## config.mk

```make
export PLATFORM = sky130hd
export DESIGN_NAME = hvn_div
export DESIGN_NICKNAME = d
export VERILOG_FILES = /design/src/assert_macros.svh /design/src/hvn_div.sv
export SDC_FILE = /design/constraint.sdc
export NUM_CORES = 2
export LEC_CHECK = 0
export BUFFER_PORTS_ARGS = -buffer_cell sky130_fd_sc_hd__buf_2
export CAP_MARGIN = 30
export CORE_MARGIN = 5
export CORE_UTILIZATION = 62
export CTS_CLUSTER_SIZE = 10
export DETAILED_ROUTE_END_ITERATION = 8
export PLACE_DENSITY = 0.79
export SLEW_MARGIN = 20
export SYNTH_ARGS = -nofsm -noshare
export SYNTH_HDL_FRONTEND = slang
export SYNTH_SLANG_ARGS = --single-unit
```

## constraint.sdc

```tcl
create_clock -name clk -period 4.2 [get_ports clk]
set_input_delay 0.84 -clock clk [delete_from_list [all_inputs] [get_ports clk]]
set_output_delay 0.84 -clock clk [all_outputs]
set_load 0.02 [all_outputs]
```

## src/assert_macros.svh

```systemverilog
// Concurrent assertion macros used by the top-level RTL file.
`ifndef ASSERT_MACROS_SVH
`define ASSERT_MACROS_SVH
`ifndef SYNTHESIS
// Expression must hold at every clock edge out of reset.
`define ASSERT_ALWAYS(lbl, clk, rst_n, expr, msg) \
  lbl: assert property (@(posedge clk) disable iff (!rst_n) (expr)) else $error(msg);
// Antecedent implies consequent in the same cycle.
`define ASSERT_IMPLY(lbl, clk, rst_n, ante, cons, msg) \
  lbl: assert property (@(posedge clk) disable iff (!rst_n) (ante) |-> (cons)) else $error(msg);
`else
`define ASSERT_ALWAYS(lbl, clk, rst_n, expr, msg)
`define ASSERT_IMPLY(lbl, clk, rst_n, ante, cons, msg)
`endif
`endif

```

## src/hvn_div.sv

```systemverilog
// Pipelined restoring divider, one quotient bit per stage, with sideband.
module hvn_div #(
  parameter int NW = 26,
  parameter int DW = 17,
  parameter int QW = 16,
  parameter int SW = 2
) (
  input  logic          clk,
  input  logic          rst_n,
  input  logic          en,
  input  logic          in_vld,
  input  logic [NW-1:0] num,
  input  logic [DW-1:0] den,
  input  logic [SW-1:0] side,
  output logic          out_vld,
  output logic [QW-1:0] quot,
  output logic          ovf,
  output logic [SW-1:0] side_o
);
  localparam int W = ((NW > DW + QW) ? NW : DW + QW) + 1;

  logic [W-1:0]  rem_r  [QW];
  logic [DW-1:0] den_r  [QW];
  logic [QW-1:0] quo_r  [QW];
  logic [QW-1:0] ovf_r;
  logic [SW-1:0] side_r [QW];
  logic [QW-1:0] vld_r;

  logic [W-1:0]  rem_p  [QW];
  logic [DW-1:0] den_p  [QW];
  logic [QW-1:0] quo_p  [QW];
  logic [QW-1:0] ovf_p;
  logic [SW-1:0] side_p [QW];
  logic [QW-1:0] vld_p;
  logic [W-1:0]  sh     [QW];
  logic [QW-1:0] ge;
  logic [W-1:0]  rem_nxt [QW];
  logic [QW-1:0] quo_nxt [QW];
  logic          ovf_in;

  // quotient does not fit in QW bits
  assign ovf_in = W'(num) >= (W'(den) << QW);

  // one trial subtract per stage
  always_comb begin
    rem_p[0]  = W'(num);
    den_p[0]  = den;
    quo_p[0]  = '0;
    ovf_p[0]  = ovf_in;
    side_p[0] = side;
    vld_p[0]  = in_vld;
    for (int i = 1; i < QW; i++) begin
      rem_p[i]  = rem_r[i-1];
      den_p[i]  = den_r[i-1];
      quo_p[i]  = quo_r[i-1];
      ovf_p[i]  = ovf_r[i-1];
      side_p[i] = side_r[i-1];
      vld_p[i]  = vld_r[i-1];
    end
    for (int i = 0; i < QW; i++) begin
      sh[i]      = W'(den_p[i]) << (QW - 1 - i);
      ge[i]      = rem_p[i] >= sh[i];
      rem_nxt[i] = ge[i] ? rem_p[i] - sh[i] : rem_p[i];
      quo_nxt[i] = quo_p[i] | (QW'(ge[i]) << (QW - 1 - i));
    end
  end

  always_ff @(posedge clk) begin
    if (!rst_n) begin
      vld_r <= '0;
    end else if (en) begin
      vld_r <= vld_p;
    end
  end

  always_ff @(posedge clk) begin
    if (en) begin
      ovf_r <= ovf_p;
      for (int i = 0; i < QW; i++) begin
        rem_r[i]  <= rem_nxt[i];
        den_r[i]  <= den_p[i];
        quo_r[i]  <= quo_nxt[i];
        side_r[i] <= side_p[i];
      end
    end
  end

  assign out_vld = vld_r[QW-1];
  assign quot    = quo_r[QW-1];
  assign ovf     = ovf_r[QW-1];
  assign side_o  = side_r[QW-1];

endmodule

```

Yosys cells after proc, flatten, opt, wreduce, memory -nomap -nowiden
Memory sizes are Yosys's and may differ from the RTL's.
Index checks and enable logic that the tools add are counted.
{ "word_totals": {"ramBits": 1104, "input_bits": 49, "output_inout_bits": 20, "word_cells": 72, "n_memories": 4, "reg_bits": 32} }
{ "classes": {"n_bitwise": 15, "muxes": 18, "n_addsub": 16, "n_lt_le_gt_ge": 17} }
{ "memory_table": {"columns": ["name", "words", "width", "rd", "rd_clocked_by_memory_dff", "write_ports", "line", "source"], "rows": [
  ["rem_r", 16, 34, 15, 0, 16, "hvn_div.sv:22", "logic [W-1:0] rem_r [QW];"],
  ["den_r", 16, 17, 15, 0, 16, "hvn_div.sv:23", "logic [DW-1:0] den_r [QW];"],
  ["quo_r", 16, 16, 16, 0, 16, "hvn_div.sv:24", "logic [QW-1:0] quo_r [QW];"],
  ["side_r", 16, 2, 16, 0, 16, "hvn_div.sv:26", "logic [SW-1:0] side_r [QW];"]
]} }
{ "op_table": {"columns": ["operator", "count"], "rows": [
  ["$mux W34", 16],
  ["$ge A34 B17 Y1", 1],
  ["$ge A34 B18 Y1", 1],
  ["$ge A34 B19 Y1", 1],
  ["$ge A34 B20 Y1", 1],
  ["$ge A34 B21 Y1", 1],
  ["$ge A34 B22 Y1", 1],
  ["$ge A34 B23 Y1", 1],
  ["$ge A34 B24 Y1", 1],
  ["$ge A34 B25 Y1", 1],
  ["$ge A34 B26 Y1", 1],
  ["$ge A34 B27 Y1", 1],
  ["$ge A34 B28 Y1", 1],
  ["$ge A34 B29 Y1", 1],
  ["$ge A34 B30 Y1", 1],
  ["$ge A34 B31 Y1", 1],
  ["$sub A34 B17 Y34", 1],
  ["$sub A34 B18 Y34", 1],
  ["$sub A34 B19 Y34", 1],
  ["$sub A34 B20 Y34", 1],
  ["$sub A34 B21 Y34", 1],
  ["$sub A34 B22 Y34", 1],
  ["$sub A34 B23 Y34", 1],
  ["$sub A34 B24 Y34", 1],
  ["26 further kinds", 27]
]} }

Depth between registers and ports, before layout
An unclocked memory read counts as a cell.
{ "depth": {"depth_word": 3, "ltp_mapped": 14, "ltp_nobuf": 13} }

Worst setup path after synthesis
Ideal clock, no wire load.
{ "synth_path": {"path_type": "input to register", "startpoint": "in num[15]", "endpoint": "mem rem_r[0][15] (netlist bit), data pin", "path_slack_ps": 746, "stages": 12, "arrival_ps": 3186, "required_time_ps": 3932, "cell_sequence": "inv_1 ha_1 fa_1 nor2b_1 o21ai_0 a21boi_0 o211ai_1 a21oi_1 nor2_1 a21oi_2 clkbuf_1 mux2i_1"} }
{ "synth_lines": {"columns": ["element", "line", "source"], "rows": [
  ["start, declared", "hvn_div.sv:12", "input logic [NW-1:0] num,"],
  ["end, declared", "hvn_div.sv:22", null]
]} }

==> reports/results.txt <==
startpoint types - flop
dpl cells - 5,115
WL met3 - 2860 µm
top sig layer - met4
CTS Sinks - 964
# setup viols final - 0
slew margin rel. - 0.3539
clk slew on worst S/H paths - 0.05 ns
setup_tns - 0 ns
buffers inserted by post-CTS timing repair - 0
final wirelength - 94,550 µm
Peak VDD IR - 0.3574 mV
CTS Buffer Depth - 3
first-pass GRT wire length - 151,800 µm
RSZ-0062 raised after global routing - false
Crit path max-delay family - compound AO/OA/AOI/OAI gates
element type at the critical path end - flop
routed wl met2 - 53,470 µm
fin nets - 4,525
Final Slew Violations - 0
fin crit share - 0.9185
count leader, synth - edfxtp_1
worst setup path class - flop to flop
worst-path fanout max - 23
Synth async-reset ratio - 0
diode count - 0
f_max - 0.2592 GHz
total number of vias - 31,020
DR DRC count - 0
die width - 289.5 µm
Detail Placement HPWL - 69,990 µm
Synth Net Count - 4,352
Worst Hold Class - input pin to flop
final instance area - 0.05352 mm²
worst stage delay on the critical path - 0.59 ns
Core ar. - 0.07747 mm²
Cell Rows - 102
critical path buffer and inverter count - 4
Area Growth Syn to Fin - 10.53%
Multi-input gate area - 0.01808 mm²
DRT Pass-1 Iters - 8
crit path DAT - 4.29 ns
die area - 0.08379 mm²
Pleak - 20.43 nW
minimum clock period after layout - 3.858 ns
boundary pin count - 69
status - completed
hold_ws - 0.3303 ns
Die H - 289.5 µm
Tot GR Track Use - 0.2260
synthesized area - 0.04842 mm²
Overflow after GRT - 0
Detail Route Antenna Nets - 0
post-route insts no fill - 5,264
Most used DFF post-synth - edfxtp_1
CTS Buf Count - 108
crit path max-delay cell type - a41oi_4
post-DR vias/cell - 5.892
Avg WL per Cell - 17.96 µm
CTS tree - built
commonest cells in the netlist - edfxtp_1 (948), inv_1 (342), nand2_1 (300), ha_1 (276), o21ai_0 (261)
Placement Cell Area - 0.05046 mm²
max-cap violation count - 0
Seq/Total Area, Yosys - 0.5945
Iter 0 DRT Violations - 1,730
layout cells sized above 1 - 0.07931
Clk Latency, worst-skew pair - 0.70 ns
Worst Skew - 0.05048 ns
WP data required - 4.63 ns
Synth area leaders - edfxtp_1 (59%), ha_1 (7.1%), xor2_1 (2.8%)
largest net degree at the start of global routing - 91
Post-Syn Instances - 4,012
H-Tree Depth - 3
YS warnings - 0
met1 WL - 31,630 µm
total power - 31.75 mW
flops & latches, synth - 964
EDFF count, synth - 948
vias in the first global route - 31,910
initial antenna violation count - 0
CP cell instances - inv_1, ha_1, inv_1, fa_1, a211oi_1, o21a_1, a211oi_1, o31ai_1, nand2_1, a41oi_4, inv_2, buf_4, a31o_2
Root Buffer - clkbuf_16
leading area contributor after synthesis - edfxtp_1
final hold violations - 0
placer congestion estimate - 0.9687
PwrDens - 593.2 mW/mm²
Reg area - 0.02879 mm²
share of Yosys cell area claimed by the top area cell type - 0.5879
actual slew at the worst max-slew pin - 0.9540 ns
fill count - 5,358
Syn Area/Cell - 12.07 µm²
Port Buffers - 68
Netlist cell types - 85
Initial Utilization - 0.6250
placed cells by master, fill, tap and decap left out, types with 15 or more instances in the layout:
master	instances
o31a_1	22
or4_1	26
nor4b_1	18
o21ai_0	261
dfxtp_1	16
and3_1	19
nor2_1	248
mux2_2	30
nand4_1	57
o31ai_1	34
nor3_1	93
nor4_1	57
a211oi_1	35
a21o_1	83
nor2b_1	67
inv_1	342
or2_2	16
ha_1	276
clkbuf_16	108
nand2b_1	41
nand3_1	58
o211ai_1	18
or3_1	43
mux2i_1	23
xnor2_1	131
nand2_1	300
buf_2	67
clkbuf_1	28
edfxtp_1	948
xor2_1	155
buf_4	58
o21a_1	56
fa_1	15
a21oi_1	230
cell type report:
class	count	area share
inverter	345	0.02420
sequential	964	0.5379
timing repair buffer	137	0.01880
clock buffer	138	0.05297
tap	1040	0.02431
clock inverter	11	0.003974
multi-input combinational	2629	0.3379
power by group:
group          internal, mW  leakage, nW  switching, mW
Clock                  4.69         1.46           3.55
Combinational          4.09         9.71           5.51
Sequential             12.9         9.26           1.03
Total                  21.7         20.4           10.1
through the flow:
step	utilization	worst slack [ns]
floorplan	-	0.7455
CTS	0.6907	0.1559
detailed placement	0.6514	0.1652
global route	0.6909	0.1081
finish	0.6909	0.3425
global placement	0.6514	0.1475
state kept, by name (all words and copies together), names as in the netlist:
register and cells:
side_r 32, quo_r 136, den_r 255, rem_r 509, vld_r 16, ovf_r 16
what timing repair did:
item	4_1_cts	5_1_grt
hold endpoints to repair	0	0
setup endpoints to repair	0	12
resized for setup	0	1
hold buffers	0	0
layer usage:
layer  GRT usage  vias to the layer above
met3     0.02825                      303
met5           0                        -
li1            -                    15210
met4      0.1495                        0
met1      0.2056                    14790
met2      0.4577                      714
cell families (layout without fill, tap and decap cells):
logic type | Yosys count | count (layout) | share of synthesized area
and+or+nand+nor | 1113 | 1113 | 0.1161
DFF | 964 | 964 | 0.5945
AOI/OAI and AO/OA | 886 | 886 | 0.1155
buffers and inverters | 419 | 631 | 0.03292
adders and majority gates | 291 | 291 | 0.07752
xor gates and xnor gates | 286 | 286 | 0.05173
muxes | 53 | 53 | 0.01173
worst paths after layout:
path / start / end / slack, ns / cells after the start
min: num[14] / rem_r[0][14]$_DFFE_PP_ / 0.33 / 1
max reg2reg: rem_r[1][138]$_DFFE_PP_ / rem_r[1][179]$_DFFE_PP_ / 0.34 / 13
max: rem_r[1][138]$_DFFE_PP_ / rem_r[1][179]$_DFFE_PP_ / 0.34 / 13
min reg2reg: ovf_r[11]$_DFFE_PP_ / ovf_r[12]$_DFFE_PP_ / 0.40 / 0
(Power assumes the default switching activity.)
