### config.mk
export PLATFORM = sky130hd
export DESIGN_NAME = hvn_sqrt
export DESIGN_NICKNAME = d
export VERILOG_FILES = /design/src/assert_macros.svh /design/src/hvn_pkg.sv /design/src/hvn_sqrt.sv
export SDC_FILE = /design/constraint.sdc
export NUM_CORES = 2
export LEC_CHECK = 0
export BUFFER_PORTS_ARGS = -buffer_cell sky130_fd_sc_hd__buf_2
export CAP_MARGIN = 20
export CORE_MARGIN = 3
export CORE_UTILIZATION = 55
export DETAILED_ROUTE_END_ITERATION = 8
export PLACE_DENSITY = 0.8
export SLEW_MARGIN = 20
export SYNTH_ARGS = -nofsm -noshare
export SYNTH_HDL_FRONTEND = slang
export SYNTH_SLANG_ARGS = --single-unit
### constraint.sdc
create_clock -name clk -period 3.41 [get_ports clk]
set_input_delay 0.1705 -clock clk [delete_from_list [all_inputs] [get_ports clk]]
set_output_delay 0.1705 -clock clk [all_outputs]
set_load 0.05 [all_outputs]
### src/assert_macros.svh
// Concurrent assertion macros used by the top-level RTL file.
`ifndef ASSERT_MACROS_SVH
`define ASSERT_MACROS_SVH
`ifndef SYNTHESIS
// Expression must hold at every clock edge out of reset.
`define ASSERT_ALWAYS(lbl, clk, rst_n, expr, msg) \
  lbl: assert property (@(posedge clk) disable iff (!rst_n) (expr)) else $error(msg);
// Antecedent implies consequent in the same cycle.
`define ASSERT_IMPLY(lbl, clk, rst_n, ante, cons, msg) \
  lbl: assert property (@(posedge clk) disable iff (!rst_n) (ante) |-> (cons)) else $error(msg);
`else
`define ASSERT_ALWAYS(lbl, clk, rst_n, expr, msg)
`define ASSERT_IMPLY(lbl, clk, rst_n, ante, cons, msg)
`endif
`endif

### src/hvn_pkg.sv
// Shared types and constants of the heightmap vertex normal pipeline.
package hvn_pkg;

  // Gradient divider: num = 2|diff|*256 + |span|, den = 2|span|
  localparam int GNUM_W  = 26;
  localparam int GDEN_W  = 17;
  localparam int GRAD_QW = 16;
  localparam int GNUM_SH = 9;

  // Square root of S * 2^30, S is Q16.16 and below 2^32
  localparam int SQ_W    = 32;
  localparam int ROOT_W  = 31;

  // Normal dividers: num = 2|g|*2^29 + r or 2*2^37 + r, den = 2r
  localparam int NNUM_W  = 47;
  localparam int NDEN_W  = 32;
  localparam int NQ_W    = 15;
  localparam int NX_SH   = 30;
  localparam int NY_SH   = 38;

  localparam logic [15:0]     GRAD_POS_LIM = 16'h7FFF;
  localparam logic [15:0]     GRAD_NEG_LIM = 16'h8000;
  localparam logic [SQ_W-1:0] ONE_Q16      = 32'h0001_0000;
  localparam logic [NQ_W-1:0] UNIT_Q14     = 15'd16384;

  typedef struct packed {
    logic neg;
    logic zero;
  } grad_side_t;

  typedef struct packed {
    logic signed [15:0] dx;
    logic signed [15:0] dz;
    logic               sat;
  } norm_side_t;

endpackage

### src/hvn_sqrt.sv
// Pipelined digit-by-digit square root of S * 2^30, one root bit per stage.
module hvn_sqrt #(
  parameter int SW = 33
) (
  input  logic                      clk,
  input  logic                      rst_n,
  input  logic                      en,
  input  logic                      in_vld,
  input  logic [hvn_pkg::SQ_W-1:0]  rad,
  input  logic [SW-1:0]             side,
  output logic                      out_vld,
  output logic [hvn_pkg::ROOT_W-1:0] root,
  output logic [SW-1:0]             side_o
);
  localparam int N  = hvn_pkg::ROOT_W;
  localparam int RW = hvn_pkg::ROOT_W + 3;
  localparam int QW = hvn_pkg::SQ_W;

  logic [RW-1:0] rem_r  [N];
  logic [N-1:0]  root_r [N];
  logic [QW-1:0] s_r    [N];
  logic [SW-1:0] side_r [N];
  logic [N-1:0]  vld_r;

  logic [RW-1:0] rem_p  [N];
  logic [N-1:0]  root_p [N];
  logic [QW-1:0] s_p    [N];
  logic [SW-1:0] side_p [N];
  logic [N-1:0]  vld_p;
  logic [RW-1:0] trial  [N];
  logic [RW-1:0] sub    [N];
  logic [N-1:0]  ge;
  logic [RW-1:0] rem_nxt  [N];
  logic [N-1:0]  root_nxt [N];
  logic [QW-1:0] s_nxt    [N];

  // bring down two radicand bits per stage; the low 30 bits are zero
  always_comb begin
    rem_p[0]  = '0;
    root_p[0] = '0;
    s_p[0]    = rad;
    side_p[0] = side;
    vld_p[0]  = in_vld;
    for (int i = 1; i < N; i++) begin
      rem_p[i]  = rem_r[i-1];
      root_p[i] = root_r[i-1];
      s_p[i]    = s_r[i-1];
      side_p[i] = side_r[i-1];
      vld_p[i]  = vld_r[i-1];
    end
    for (int i = 0; i < N; i++) begin
      trial[i]    = {rem_p[i][RW-3:0], s_p[i][QW-1:QW-2]};
      sub[i]      = RW'({root_p[i], 2'b01});
      ge[i]       = trial[i] >= sub[i];
      rem_nxt[i]  = ge[i] ? trial[i] - sub[i] : trial[i];
      root_nxt[i] = {root_p[i][N-2:0], ge[i]};
      s_nxt[i]    = s_p[i] << 2;
    end
  end

  always_ff @(posedge clk) begin
    if (!rst_n) begin
      vld_r <= '0;
    end else if (en) begin
      vld_r <= vld_p;
    end
  end

  always_ff @(posedge clk) begin
    if (en) begin
      for (int i = 0; i < N; i++) begin
        rem_r[i]  <= rem_nxt[i];
        root_r[i] <= root_nxt[i];
        s_r[i]    <= s_nxt[i];
        side_r[i] <= side_p[i];
      end
    end
  end

  assign out_vld = vld_r[N-1];
  assign root    = root_r[N-1];
  assign side_o  = side_r[N-1];

endmodule

# ---- Yosys cells after proc, flatten, opt, wreduce, memory -nomap -nowiden
# Memory sizes are Yosys's and may differ from the RTL's.
# Index checks and enable logic that the tools add are counted.
dict set report totals {
  register_bits 31
  inputBits 69
  ram_bits 3968
  out_inout_bits 65
  n_memories 4
}
# memory words width read_ports rd_clocked_by_memory_dff write_ports line_no
set mem_list {}
lappend mem_list {rem_r 31 34 30 0 31 hvn_sqrt.sv:19} ;# logic [RW-1:0] rem_r [N];
lappend mem_list {side_r 31 33 31 0 31 hvn_sqrt.sv:22} ;# logic [SW-1:0] side_r [N];
lappend mem_list {root_r 31 31 31 0 31 hvn_sqrt.sv:20} ;# logic [N-1:0] root_r [N];
lappend mem_list {s_r 31 30 30 0 31 hvn_sqrt.sv:21} ;# logic [QW-1:0] s_r [N];
dict set report op_classes {
  magnitude_cmp 31
  n_mux 33
  add_sub_neg 31
}
# cell count
set op_table {}
lappend op_table {{$mux W34} 31}
lappend op_table {{$ge A34 B33 Y1} 30}
lappend op_table {{$sub A34 B33 Y34} 30}
lappend op_table {{$sub A2 B1 Y3 const B} 1}
lappend op_table {{$ge A2 B1 Y1 const B} 1}
lappend op_table {{$mux W1} 2}

# ---- Logic depth before layout (Yosys ltp)
# An unclocked memory read counts as a cell.
dict set report logic_depth {
  depth_word 3
  ltp_mapped 16
  mapped_depth_nobuf 15
}

# ---- Least setup slack after synthesis
# Ideal clock, no wire load.
dict set report synth_timing {
  path_kind {flip-flop to flip-flop}
  start {mem root_r[1][372] in the netlist's numbering}
  end {mem rem_r[1][463] in the netlist's numbering (data pin)}
  t_required_ps 3139
  stages_incl_launch_ff 15
  arrival_time_ps 3160
  setup_slack_ps -21
  setup_ps 271
  period_less_slack_ps 3431
  path_cell_list {edfxtp_1 inv_1 ha_1 inv_1 fa_1 nand2b_1 a21oi_1 o21ai_0 o211ai_1 a311oi_1 nand2b_1 a31oi_1 clkbuf_1 buf_1 a21oi_1}
}
# item line_no
set synth_lines {}
lappend synth_lines {{start, declared} hvn_sqrt.sv:20}
lappend synth_lines {{end, declared} hvn_sqrt.sv:19}

==> flow_summary.ini <==
[logic_synthesis]
syn_area_sq_um = 117400
yosys.area_share.xor_xnor = 0.05178
synth_top_family_by_area = simple AND/OR/NAND/NOR gates
synthFlopType = edfxtp_1
yosysSeqAreaShare = 0.6853
yosys.area_share.adder = 0.05558
muxShareOfSynthArea = 0.007866
synth-async-reset-ratio = 0
syn-instance-count = 8518
syn_area_per_cell_sq_um = 13.78
synth-simple-area-share = 0.08785
yosys_warnings = 0
synth-compound-area-share = 0.08564
synth-seq-cells = 2689
synth_nets = 9100
ys_types = 86
synth_edf_count = 2658

[cells_and_area]
synthToLayoutAreaGrowth_pct = 15.63
fin_nets = 9902
drive_gt1_frac = 0.1252

[critical_path]
worstRegToRegCells = 12
worst-path-max-fanout = 33
cp_top_family = compound AO/OA/AOI/OAI gates
cp_num_buf_inv = 2
critPathMaxStageDelay_ns = 0.52
regToRegSetupSlack_ns = 0.07
timing.rr.end = rem_r[1][142]
crit_type = flip-flop to flip-flop
worstPathRequired_ns = 4.03
r2r-start = rem_r[1][102]
crit_slowest_cell = or4_4
critPathCaptureType = flip-flop
cp_data_arrival_time_ns = 3.96
crit_path_start_kind = flip-flop
path_cells = ha_4 > inv_2 > fa_2 > nor2b_4 > o31a_1 > or4_4 > a31oi_4 > a211o_1 > a21o_1 > nand2_2 > buf_12 > mux2_2

[drt]
routed_wl_microns = 237300
routedWlPerCell_microns = 19.24
vias_per_cell = 5.681
drc = 0
vias = 70045
ant_nets = 0
first_pass_iters = 6
drt-initial-drc-count = 6086

[sta]
slew_violations = 0
report.final.hold_viol_count = 0
period_share = 0.9785
period_needed_ns = 3.337
timing.fmax_mhz = 299.7
clock_skew_ns = 0.07500
slew-limit-headroom = 0.4064
fin_tns_setup_ns = 0
rsz0062_at_grt = true
setup_viol = 0
tightest_slew_ns = 0.8904

[global_routing]
grt_start_max_net_pins = 155
grt_pass1_vias = 69624
track_usage = 0.2135
grt-ovfl-total = 0
grt_pass1_wl_microns = 373800
antenna_found_initial = 1

[floorplan]
num_rows = 168
chipHeight_microns = 468.0
ios = 134
core_sq_um = 210800
die-area_sq_um = 219000
initial_core_util = 0.5568
die-width_microns = 468.0

[clocking]
cts-root-buf = clkbuf_16
cts_tree = done
clk_latency_ns = 0.94
numCtsBuffers = 294
clkTransAtPathRegs_ns = 0.06
htreeDepth = 5
clock_sinks = 2689
clockBufferDepth = 4

[power_and_ir_drop]
leakagePower_nw = 51.37
total_power_w = 0.08975
p_per_area_nw_per_um2 = 661.2
peakVddDrop_uv = 644.4

[hold_path]
whs_path_depth = 3
min_from = rad[30]
hp-class = input port to flip-flop
min_delay_worst_endpoint = rem_r[0][0]

[place]
gp_congestion = 0.9257
post-dp-hpwl_microns = 159400
portBuffers = 133

[flow_run]
drv_cap = 0

[status]
status = completed
[synth_stat cells, types with 15 or more instances]
| master | instances | area share |
|---|---|---|
| edfxtp_1 | 2658 | 0.68 |
| inv_1 | 653 | 0.021 |
| nand2_1 | 600 | 0.019 |
| ha_1 | 499 | 0.053 |
| nor2_1 | 480 | 0.015 |
| a21oi_1 | 476 | 0.020 |
| o21ai_0 | 469 | 0.020 |
| xor2_1 | 380 | 0.028 |
| xnor2_1 | 314 | 0.023 |
| nor3_1 | 201 | 0.0086 |
| a21o_1 | 163 | 0.010 |
| clkbuf_1 | 130 | 0.0042 |
| nand2b_1 | 128 | 0.0068 |
| nor4_1 | 110 | 0.0059 |
| nor2b_1 | 104 | 0.0055 |
| nand3_1 | 101 | 0.0043 |
| o21a_1 | 96 | 0.0061 |
| or3_1 | 84 | 0.0045 |
| o31ai_1 | 77 | 0.0049 |
| a211oi_1 | 60 | 0.0038 |
| nand4_1 | 56 | 0.0030 |
| mux2_2 | 50 | 0.0048 |
| a31oi_1 | 41 | 0.0022 |
| o21bai_1 | 40 | 0.0026 |
| or4_1 | 40 | 0.0026 |
| and3_1 | 38 | 0.0020 |
| mux2i_1 | 36 | 0.0031 |
| dfxtp_1 | 31 | 0.0053 |
| o211ai_1 | 29 | 0.0019 |
| or2_2 | 28 | 0.0015 |
| and2_1 | 27 | 0.0014 |
| nand3b_1 | 22 | 0.0014 |
| a211o_1 | 19 | 0.0014 |
| a2111oi_0 | 15 | 0.0011 |
| nor3b_1 | 15 | 0.00096 |
[worst register-to-register path: stages (launching register included)]
cell and delay, ns:
edfxtp_1 0.45, ha_4 0.21, inv_2 0.06, fa_2 0.25, nor2b_4 0.05, o31a_1 0.32, or4_4 0.52, a31oi_4 0.20
a211o_1 0.23, a21o_1 0.23, nand2_2 0.09, buf_12 0.17, mux2_2 0.31
[registers in the layout, indices dropped and copies added (netlist names)]
| name | cells |
|---|---|
| s_r | 240 |
| root_r | 496 |
| vld_r | 31 |
| side_r | 1023 |
| rem_r | 899 |
[stage by stage]
stage / std cells / hold slack (ns) / area [sq um] / worst slack, ns / utilization
final: 12330 / 0.1268 / 135700 / 0.07333 / 0.6438
after floorplan: 8518 / 0.2694 / 117400 / 0.03746 / -
after detailed placement: 11660 / 0.3486 / 124200 / -0.3216 / 0.5892
after CTS: 12308 / 0.001643 / 134800 / -0.004855 / 0.6392
after global placement: 11660 / 0.3470 / 124200 / -0.2085 / 0.5892
after global routing: 12330 / 0.1075 / 135700 / -0.08964 / 0.6438
[power by group]
group	total [W]	internal [W]	switching [W]
combinational	0.0167	0.00726	0.00942
sequential	0.0435	0.0410	0.00246
clock	0.0296	0.0173	0.0123
[placed cells by master (no fill, tap or decap), types with 313 or more instances in the layout]
| master | Yosys | routed |
|---|---|---|
| edfxtp_1 | 2658 | 2658 |
| inv_1 | 653 | 649 |
| nand2_1 | 600 | 597 |
| ha_1 | 499 | 492 |
| nor2_1 | 480 | 472 |
| a21oi_1 | 476 | 461 |
| o21ai_0 | 469 | 444 |
| xor2_1 | 380 | 380 |
| buf_4 | 0 | 327 |
| xnor2_1 | 314 | 313 |
[cell families after synthesis]
kind of cell / after synthesis
AOI/OAI and AO/OA: 1631
adders and majority gates: 513
and+or+nand+nor: 2097
DFF: 2689
other: 1
xor gates and xnor gates: 694
buffers and inverters: 807
muxes: 86
[worst max-delay path by stage]
stage / startpoint / slack, ns / cells past startpoint / end
detailed placement: rem_r[1][170] / -0.32 / 11 / rem_r[1][210]
global placement: rem_r[1][170] / -0.21 / 11 / rem_r[1][210]
global route: root_r[0][124] / -0.09 / 11 / rem_r[0][199]
CTS: rem_r[1][374] / -0.005 / 14 / rem_r[1][421]
floorplan: rem_r[0][180] / 0.04 / 10 / rem_r[0][217]
finish: rem_r[1][102] / 0.07 / 12 / rem_r[1][142]
[cell type report]
class	count	area, sq um
Tap cell	2805	3510
Antenna cell	1	2.502
Inverter	658	2477
Clock buffer	343	7605
Clock inverter	157	1282
Timing Repair Buffer	655	5579
Sequential cell	2689	80440
Fill cell	14700	75100
Multi-Input combinational cell	5022	34840
[repair_timing]
action                                  in CTS  in global routing
hold endpoints to repair                   370                  0
cloned                                       2                  2
gates resized for setup                     30                199
hold buffers                               135                  0
pin swaps                                    8                 50
endpoints found under the setup margin     127                510
buffers inserted                            11                 20
[per-layer routing]
metal	global-route usage	up-vias	routed length, microns
met2	0.3581	2203	115500
met4	0.07076	0	7261
met3	0.03150	521	12910
met5	0	-	0
li1	-	33194	-
met1	0.2878	34127	101600
No activity file was read; power rests on OpenSTA's default activity.
